File: config.mk
export PLATFORM = sky130hd
export DESIGN_NAME = first_fit_block_allocator
export DESIGN_NICKNAME = d
export VERILOG_FILES = /design/src/rtl/ffba_pkg.sv /design/src/rtl/ffba_dp.sv /design/src/rtl/ffba_ctrl.sv /design/src/rtl/first_fit_block_allocator.sv
export SDC_FILE = /design/constraint.sdc
export NUM_CORES = 2
export LEC_CHECK = 0
export BUFFER_PORTS_ARGS = -buffer_cell sky130_fd_sc_hd__buf_2
export CAP_MARGIN = 20
export CELL_PAD_IN_SITES_DETAIL_PLACEMENT = 1
export CELL_PAD_IN_SITES_GLOBAL_PLACEMENT = 1
export CORE_ASPECT_RATIO = 1.75
export CORE_MARGIN = 8
export CORE_UTILIZATION = 56
export DETAILED_ROUTE_END_ITERATION = 10
export PLACE_DENSITY_LB_ADDON = 0.1
export SYNTH_ARGS = -nofsm -noshare
export SYNTH_HDL_FRONTEND = slang
export SYNTH_SLANG_ARGS = --single-unit
File: constraint.sdc
create_clock -name clk -period 4.7 [get_ports clk]
set_clock_uncertainty 0.1 [all_clocks]
set_input_delay 0.235 -clock clk [delete_from_list [all_inputs] [get_ports clk]]
set_output_delay 0.235 -clock clk [all_outputs]
set_load 0.02 [all_outputs]
File: src/rtl/ffba_pkg.sv
// Shared types and codes for the first-fit block allocator.
// Request and result items, controller commands and datapath status.
// No dependencies.
`timescale 1ns / 1ps

package ffba_pkg;

  // Request kinds
  localparam logic [1:0] KIND_ALLOC  = 2'd0;
  localparam logic [1:0] KIND_ERASE  = 2'd1;
  localparam logic [1:0] KIND_DEFRAG = 2'd2;
  localparam logic [1:0] KIND_RSVD   = 2'd3;

  // Result status codes
  localparam logic [1:0] ST_ALLOCATED = 2'd0;
  localparam logic [1:0] ST_NO_ROOM   = 2'd1;
  localparam logic [1:0] ST_ILLEGAL   = 2'd2;
  localparam logic [1:0] ST_DONE      = 2'd3;

  // Reset value of the managed cell count
  localparam logic [7:0] CELLS_RESET = 8'd128;

  typedef struct packed {
    logic [1:0]  kind;
    logic [7:0]  request_size;
    logic [15:0] erase_id;
  } ffba_req_t;

  typedef struct packed {
    logic [1:0]  status;
    logic [15:0] block_id;
  } ffba_rsp_t;

  // Controller to datapath
  typedef struct packed {
    logic       clear;     // reset clearing pass, one cell a cycle
    logic       start;     // latch request, rewind counters
    logic       scan;      // alloc: search for a free run
    logic       fill;      // alloc: stamp the found run
    logic       erase;     // erase: free matching cells
    logic       pack;      // defragment: move used cells down
    logic       tail;      // defragment: free the tail
    logic       bump_id;   // advance the identifier counter
    logic       set_res;   // record result code
    logic [1:0] res_code;
    logic       load_out;  // move result into output register
  } ffba_cmd_t;

  // Datapath to controller
  typedef struct packed {
    logic clear_done;
    logic alloc_ok;    // incoming alloc passes size and counter checks
    logic erase_ok;    // incoming erase names a nonzero identifier
    logic found;       // free run of the asked size completed
    logic scan_end;    // every managed cell read and evaluated
    logic fill_last;   // fill pointer at end of run
    logic tail_done;   // tail pointer reached managed count
    logic hit;         // erase freed at least one cell
    logic out_free;    // output register can take a result
  } ffba_stat_t;

endpackage

File: src/rtl/ffba_dp.sv
// Datapath of the first-fit block allocator: cell memory, scan and write
// pointers, identifier counter, size register and result register.
// Depends on ffba_pkg.
`timescale 1ns / 1ps

module ffba_dp #(
  parameter int MAX_CELLS = 128,
  parameter int ID_BITS   = 16
) (
  input  logic               clk,
  input  logic               rst,
  input  ffba_pkg::ffba_cmd_t  cmd,
  output ffba_pkg::ffba_stat_t stat,
  input  ffba_pkg::ffba_req_t  req,
  input  logic               cfg_we,
  input  logic [7:0]         cfg_wdata,
  output logic               rsp_valid,
  input  logic               rsp_ready,
  output ffba_pkg::ffba_rsp_t  rsp
);
  import ffba_pkg::*;

  // Managed count never exceeds the 8-bit register or the memory depth
  localparam int LIM   = (MAX_CELLS < 255) ? MAX_CELLS : 255;
  localparam int CNT_W = $clog2(LIM + 1);
  localparam int AW    = $clog2(MAX_CELLS);
  localparam int EW    = (ID_BITS > 16) ? ID_BITS : 16;

  logic [ID_BITS-1:0] mem [MAX_CELLS];

  logic [7:0]         cells_in_use;
  logic [CNT_W-1:0]   count;
  logic [ID_BITS-1:0] next_id;
  ffba_req_t          req_q;
  logic [AW-1:0]      clr_ptr;
  logic [CNT_W-1:0]   rd_idx;
  logic [CNT_W-1:0]   ev_idx;
  logic               rd_vld;
  logic [ID_BITS-1:0] rd_data;
  logic [CNT_W-1:0]   run;
  logic [CNT_W-1:0]   run_inc;
  logic [CNT_W-1:0]   wr_ptr;
  logic [CNT_W-1:0]   end_idx;
  logic               hit;
  logic [1:0]         res_code;
  logic               issue;
  logic               cell_free;
  logic               match;
  logic               found;
  logic               wr_en;
  logic [AW-1:0]      wr_addr;
  logic [ID_BITS-1:0] wr_data;

  // Configuration register
  always_ff @(posedge clk) begin
    if (rst) begin
      cells_in_use <= CELLS_RESET;
    end else if (cfg_we) begin
      cells_in_use <= cfg_wdata;
    end
  end

  // Clamp managed count to memory depth
  assign count = (cells_in_use > 8'(LIM)) ? CNT_W'(LIM) : CNT_W'(cells_in_use);

  // Latch request on start
  always_ff @(posedge clk) begin
    if (cmd.start) begin
      req_q <= req;
    end
  end

  // Scan read pipeline: issue one address a cycle, evaluate the next cycle
  assign issue = (cmd.scan | cmd.erase | cmd.pack) && (rd_idx != count);

  always_ff @(posedge clk) begin
    if (rst) begin
      rd_vld <= 1'b0;
    end else begin
      rd_vld <= issue;
    end
  end

  always_ff @(posedge clk) begin
    if (cmd.start) begin
      rd_idx <= '0;
    end else if (issue) begin
      rd_idx <= rd_idx + 1'b1;
    end
    ev_idx  <= rd_idx;
    rd_data <= mem[AW'(rd_idx)];
  end

  // Cell evaluation
  assign cell_free = (rd_data == '0);
  assign run_inc   = cell_free ? (run + 1'b1) : '0;
  assign match     = (EW'(rd_data) == EW'(req_q.erase_id));
  assign found     = cmd.scan && rd_vld && (8'(run_inc) == req_q.request_size);

  always_ff @(posedge clk) begin
    if (cmd.start) begin
      run <= '0;
    end else if (cmd.scan && rd_vld) begin
      run <= run_inc;
    end
  end

  always_ff @(posedge clk) begin
    if (cmd.start) begin
      hit <= 1'b0;
    end else if (cmd.erase && rd_vld && match) begin
      hit <= 1'b1;
    end
  end

  // Write pointer: fill position, pack destination or tail position
  always_ff @(posedge clk) begin
    if (cmd.start) begin
      wr_ptr <= '0;
    end else if (found) begin
      wr_ptr  <= ev_idx + 1'b1 - CNT_W'(req_q.request_size);
      end_idx <= ev_idx;
    end else if (cmd.fill) begin
      wr_ptr <= wr_ptr + 1'b1;
    end else if (cmd.pack && rd_vld && !cell_free) begin
      wr_ptr <= wr_ptr + 1'b1;
    end else if (cmd.tail && (wr_ptr != count)) begin
      wr_ptr <= wr_ptr + 1'b1;
    end
  end

  // Clearing pass pointer
  always_ff @(posedge clk) begin
    if (rst) begin
      clr_ptr <= '0;
    end else if (cmd.clear) begin
      clr_ptr <= clr_ptr + 1'b1;
    end
  end

  // Select the single memory write of this cycle
  always_comb begin
    wr_en   = 1'b0;
    wr_addr = AW'(wr_ptr);
    wr_data = '0;
    if (cmd.clear) begin
      wr_en   = 1'b1;
      wr_addr = clr_ptr;
    end else if (cmd.fill) begin
      wr_en   = 1'b1;
      wr_data = next_id;
    end else if (cmd.erase) begin
      wr_en   = rd_vld && match;
      wr_addr = AW'(ev_idx);
    end else if (cmd.pack) begin
      wr_en   = rd_vld && !cell_free;
      wr_data = rd_data;
    end else if (cmd.tail) begin
      wr_en   = (wr_ptr != count);
    end
  end

  always_ff @(posedge clk) begin
    if (wr_en) begin
      mem[wr_addr] <= wr_data;
    end
  end

  // Identifier counter
  always_ff @(posedge clk) begin
    if (rst) begin
      next_id <= '0;
    end else if (cmd.bump_id) begin
      next_id <= next_id + 1'b1;
    end
  end

  // Result code and output register
  always_ff @(posedge clk) begin
    if (cmd.set_res) begin
      res_code <= cmd.res_code;
    end
  end

  always_ff @(posedge clk) begin
    if (rst) begin
      rsp_valid <= 1'b0;
    end else if (cmd.load_out) begin
      rsp_valid <= 1'b1;
    end else if (rsp_ready) begin
      rsp_valid <= 1'b0;
    end
  end

  always_ff @(posedge clk) begin
    if (cmd.load_out) begin
      rsp.status   <= res_code;
      rsp.block_id <= (res_code == ST_ALLOCATED) ? 16'(next_id) : 16'd0;
    end
  end

  // Status toward the controller
  always_comb begin
    stat.clear_done = (clr_ptr == AW'(MAX_CELLS - 1));
    stat.alloc_ok   = (req.request_size != 8'd0) && (req.request_size <= 8'(count))
                      && (next_id != '1);
    stat.erase_ok   = (req.erase_id != 16'd0);
    stat.found      = found;
    stat.scan_end   = (rd_idx == count) && !rd_vld;
    stat.fill_last  = (wr_ptr == end_idx);
    stat.tail_done  = (wr_ptr == count);
    stat.hit        = hit;
    stat.out_free   = !rsp_valid || rsp_ready;
  end

endmodule

File: src/rtl/ffba_ctrl.sv
// Controller of the first-fit block allocator: sequences the clearing pass,
// the alloc, erase and defragment phases and the result handoff.
// Depends on ffba_pkg.
`timescale 1ns / 1ps

module ffba_ctrl (
  input  logic                 clk,
  input  logic                 rst,
  input  logic                 req_valid,
  output logic                 req_ready,
  input  logic [1:0]           req_kind,
  input  ffba_pkg::ffba_stat_t stat,
  output ffba_pkg::ffba_cmd_t  cmd
);
  import ffba_pkg::*;

  typedef enum logic [7:0] {
    S_CLEAR  = 8'b0000_0001,
    S_IDLE   = 8'b0000_0010,
    S_SCAN   = 8'b0000_0100,
    S_FILL   = 8'b0000_1000,
    S_ERASE  = 8'b0001_0000,
    S_PACK   = 8'b0010_0000,
    S_TAIL   = 8'b0100_0000,
    S_FINISH = 8'b1000_0000
  } state_t;

  state_t state;
  state_t state_next;

  always_ff @(posedge clk) begin
    if (rst) begin
      state <= S_CLEAR;
    end else begin
      state <= state_next;
    end
  end

  assign req_ready = (state == S_IDLE);

  // Next state and commands
  always_comb begin
    state_next = state;
    cmd        = '0;
    unique case (state)
      S_CLEAR: begin
        cmd.clear = 1'b1;
        if (stat.clear_done) begin
          state_next = S_IDLE;
        end
      end
      S_IDLE: begin
        if (req_valid) begin
          cmd.start = 1'b1;
          unique case (req_kind)
            KIND_ALLOC: begin
              if (stat.alloc_ok) begin
                state_next = S_SCAN;
              end else begin
                cmd.set_res  = 1'b1;
                cmd.res_code = ST_NO_ROOM;
                state_next   = S_FINISH;
              end
            end
            KIND_ERASE: begin
              if (stat.erase_ok) begin
                state_next = S_ERASE;
              end else begin
                cmd.set_res  = 1'b1;
                cmd.res_code = ST_ILLEGAL;
                state_next   = S_FINISH;
              end
            end
            KIND_DEFRAG: begin
              state_next = S_PACK;
            end
            KIND_RSVD: begin
              cmd.set_res  = 1'b1;
              cmd.res_code = ST_DONE;
              state_next   = S_FINISH;
            end
          endcase
        end
      end
      S_SCAN: begin
        cmd.scan = 1'b1;
        if (stat.found) begin
          cmd.bump_id = 1'b1;
          state_next  = S_FILL;
        end else if (stat.scan_end) begin
          cmd.set_res  = 1'b1;
          cmd.res_code = ST_NO_ROOM;
          state_next   = S_FINISH;
        end
      end
      S_FILL: begin
        cmd.fill = 1'b1;
        if (stat.fill_last) begin
          cmd.set_res  = 1'b1;
          cmd.res_code = ST_ALLOCATED;
          state_next   = S_FINISH;
        end
      end
      S_ERASE: begin
        cmd.erase = 1'b1;
        if (stat.scan_end) begin
          cmd.set_res  = 1'b1;
          cmd.res_code = stat.hit ? ST_DONE : ST_ILLEGAL;
          state_next   = S_FINISH;
        end
      end
      S_PACK: begin
        cmd.pack = 1'b1;
        if (stat.scan_end) begin
          state_next = S_TAIL;
        end
      end
      S_TAIL: begin
        cmd.tail = 1'b1;
        if (stat.tail_done) begin
          cmd.set_res  = 1'b1;
          cmd.res_code = ST_DONE;
          state_next   = S_FINISH;
        end
      end
      S_FINISH: begin
        if (stat.out_free) begin
          cmd.load_out = 1'b1;
          state_next   = S_IDLE;
        end
      end
      default: begin
        state_next = S_IDLE;
      end
    endcase
  end

endmodule

File: src/rtl/first_fit_block_allocator.sv
// First-fit block allocator top level: controller plus datapath.
// Depends on ffba_pkg, ffba_ctrl and ffba_dp.
//
// Manages a row of cells in an internal memory, each free or owned by a
// block identifier. After reset the block runs a clearing pass over all
// MAX_CELLS cells, during which req_ready stays low (configuration writes
// still land). One request is handled at a time, one cell per cycle
// through the memory's single read and single write port. An alloc scans
// the N managed cells up to the first free run of request_size cells and
// then stamps that run, or scans all N when no free run is found; an erase
// scans all N, and a defragment packs used cells down, then frees the tail.
// Requests rejected by the size, identifier-counter or zero-identifier
// checks finish without a scan. The result sits in an output register, so
// the next request is accepted while an earlier result waits to be taken;
// a request that completes while that result still waits holds until it is.
`timescale 1ns / 1ps

module first_fit_block_allocator #(
  parameter int MAX_CELLS = 128,
  parameter int ID_BITS   = 16
) (
  input  logic                clk,
  input  logic                rst,
  input  logic                req_valid,
  output logic                req_ready,
  input  ffba_pkg::ffba_req_t req,
  output logic                rsp_valid,
  input  logic                rsp_ready,
  output ffba_pkg::ffba_rsp_t rsp,
  input  logic                cfg_we,
  input  logic [7:0]          cfg_wdata
);
  import ffba_pkg::*;

  ffba_cmd_t  cmd;
  ffba_stat_t stat;

  ffba_ctrl u_ctrl (
    .clk       (clk),
    .rst       (rst),
    .req_valid (req_valid),
    .req_ready (req_ready),
    .req_kind  (req.kind),
    .stat      (stat),
    .cmd       (cmd)
  );

  ffba_dp #(
    .MAX_CELLS (MAX_CELLS),
    .ID_BITS   (ID_BITS)
  ) u_dp (
    .clk       (clk),
    .rst       (rst),
    .cmd       (cmd),
    .stat      (stat),
    .req       (req),
    .cfg_we    (cfg_we),
    .cfg_wdata (cfg_wdata),
    .rsp_valid (rsp_valid),
    .rsp_ready (rsp_ready),
    .rsp       (rsp)
  );

endmodule

==> metrics.cfg <==
[die]
die_y_um = 535
core_um2 = 153000
start_util_pct = 56.3
die-area_um2 = 167000
die_x_um = 312
num_rows = 190
pin_count = 59

[synth]
synth_edf_count = 2100
synth_nets = 4028
ys_warn_count = 0
syn_area_per_cell_um2 = 21.7
synthesis.area_um2 = 86100
synth_top_area_share_pct = 73.3
synthFlopType = edfxtp_1
ys_top_cells_by_area = edfxtp_1, mux4_2, dfxtp_1, nor2_1, mux2i_1
ys_ff_latch = 2190
syn-instance-count = 3962
yosys.area.top_type = edfxtp_1
ys_seq_area_share_pct = 75.4
ys_async_sr_fraction_pct = 0
synth_cell_types = 90

[min_path]
hp-class = in2reg
whs_path_depth = 2

[layout]
nNetsFinal = 4433
fill_cells = 12297
final_common_cell = edfxtp_1
seq_area_um2 = 64900
layout_common_cells = edfxtp_1, mux4_2, buf_4, nor2_1, clkbuf_16
multi_input_area_um2 = 20300
drive_gt1_share_pct = 29.7
area_growth_pct = 13.4

[cts]
cts_tree = yes
cts_setup_buffers = 0
cts-root-buf = clkbuf_16
clkTransAtPathRegs_ps = 60
clkSinkCount = 2190
cts_buffer_depth = 4
htreeDepth = 4
numCtsBuffers = 195
insertion_delay_ps = 860

[placement]
hpwl_um = 158000
dp_slack_ps = 297
gp_congestion = 0.938
numPortBuffers = 58

[critical_path]
crit_family = simple AND/OR/NAND/NOR gates
crit_top_cell = buf_4
reg2reg_depth = 9
worst_ep_arrival_time_ps = 4850
cp-end-kind = register
slowest_stage = nor4_1
cp_max_fo = 16
path_class = reg2reg
startpoint_type = register
crit_cells = 9
cp_slowest_stage_delay_ps = 800
required_ps = 5090
cp_cell_sequence = nor4_2 > and4b_1 > nand4_1 > nor4_1 > or4_1 > nand3_2 > buf_4 > nor2_1 > buf_4
path_buf_inv = 2

[power]
seq_power_share_pct = 46.8
power_density_nw_per_um2 = 494
power_frac_clock_pct = 32.5
intPower_w = 0.0348
switching_share_pct = 27.9
p_switching_w = 0.0134
combPwrFrac_pct = 20.7
worst_ir_drop_vdd_mv = 0.355
leakage_nw = 26.7

[grt]
grt_pass1_vias = 45453
antenna_found_initial = 2
grt_first_pass_wirelength_um = 338000
grt_max_degree = 129
grt-ovfl-total = 0
track_usage_pct = 28.4

[drt]
wl_per_cell_um = 36.3
ant_nets = 0
via_per_inst = 6.53
drtIter0Drc = 4182
route.detailed.drc = 0
vias = 42725
wl_um = 237000
dr.pass1.iters = 5

[sta]
hold_viol = 0
slew_headroom_pct = 26.9
rsz0062_at_grt = false
fmax_ghz = 0.224
finalSetupViolations = 0
min_period_ps = 4470
finalCritPeriodShare_pct = 95.1
tightest_slew_ps = 1090
drv_slew = 0
layout_setup_ws_ps = 232
setup-tns-final_ps = 0

[outcome]
status = finished, final reports clean

[run]
drv_cap = 0

==> stage by stage <==
step / std cells / instance area [µm²] / utilization [%] / total power, W / hold WS (ps)
4_1_cts: 6535 / 97500 / 63.8 / 0.0485 / 3.21
5_1_grt: 6537 / 97600 / 63.8 / 0.0494 / 62.5
3_3_place_gp: 6136 / 90900 / 59.5 / 0.0328 / 319
3_5_place_dp: 6136 / 90900 / 59.5 / 0.0329 / 324
6_report: 6538 / 97600 / 63.8 / 0.0482 / 57.3
2_1_floorplan: 3962 / 86100 / - / 0.0291 / 226
==> kinds of logic after synthesis <==
group,after synthesis,synth area share (%)
buf+inv,240,1.17
compound gates,186,1.63
mux,723,17.8
flops,2190,75.4
simple gates,542,3.10
fa+ha+maj,27,0.401
xor+xnor,54,0.574
==> Yosys cell counts, types with 4 or more instances <==
| library cell | count |
|---|---|
| inv_1 | 27 |
| xnor2_1 | 30 |
| nand3_1 | 35 |
| nor2b_1 | 23 |
| nor3_1 | 11 |
| or3_1 | 8 |
| nand2_1 | 103 |
| or2_2 | 4 |
| o32ai_1 | 4 |
| o31ai_1 | 4 |
| nand2b_1 | 18 |
| mux2_1 | 4 |
| mux2_2 | 13 |
| buf_2 | 70 |
| buf_1 | 28 |
| o2111ai_1 | 6 |
| o211ai_1 | 5 |
| a22o_1 | 16 |
| mux4_2 | 641 |
| a31oi_1 | 7 |
| a21oi_1 | 42 |
| a21o_1 | 6 |
| xor2_1 | 22 |
| nand4_1 | 27 |
| clkbuf_1 | 109 |
| o21ai_0 | 27 |
| a221oi_1 | 14 |
| or4_1 | 5 |
| and3_1 | 11 |
| a211oi_1 | 5 |
| dfxtp_1 | 90 |
| and2_1 | 23 |
| a32o_1 | 14 |
| mux2i_1 | 65 |
| nor4_1 | 30 |
| ha_1 | 26 |
| edfxtp_1 | 2100 |
| nor2_1 | 215 |
==> worst paths after layout <==
check	slack, ps	end	startpoint
worst max-delay path	230	u_dp.mem[42][15]	u_ctrl.state[1]
worst min-delay path	60	u_dp.req_q[20]	req[20]
worst max register to register	230	u_dp.mem[42][15]	u_ctrl.state[1]
worst min register to register	340	u_dp.ev_idx[5]	u_dp.rd_idx[5]
==> sequential cells by signal, summed over array words and instances (netlist names), 16 cells and up <==
name	flops
u_dp.rd_data	16
u_dp.req_q	24
u_dp.rsp	18
u_dp.mem	2048
u_dp.next_id	16
==> metal layers <==
metal	vias to the layer above	track usage (%)	share of wire, %
li1	17426	-	-
met1	23121	33.2	35
met2	1698	50.6	53
met3	480	3.30	5.2
met4	0	16.2	6.9
met5	-	0	0
==> layout make-up <==
type	count	share of cell area, %
Sequential cell	2190	66.5
Multi-Input combinational cell	1532	20.8
Clock buffer	236	5.29
Timing Repair Buffer	419	3.64
Tap cell	2016	2.59
Clock inverter	114	1.03
Inverter	29	0.113
Antenna cell	2	0.00513
==> what timing repair did <==
action / CTS / global route
hold buffers: 49 / 0
hold endpoints to repair: 59 / 0
resized for setup: 0 / 0
==> power groups by stage <==
stage	combinational [W]	clock, W	sequential (W)
after floorplan	0.00686	0	0.0223
after global placement	0.00987	0	0.0229
after detailed placement	0.0100	0	0.0229
after CTS	0.0101	0.0159	0.0225
after global routing	0.0104	0.0164	0.0226
final	0.00998	0.0157	0.0225
(Power assumes the default switching activity.)
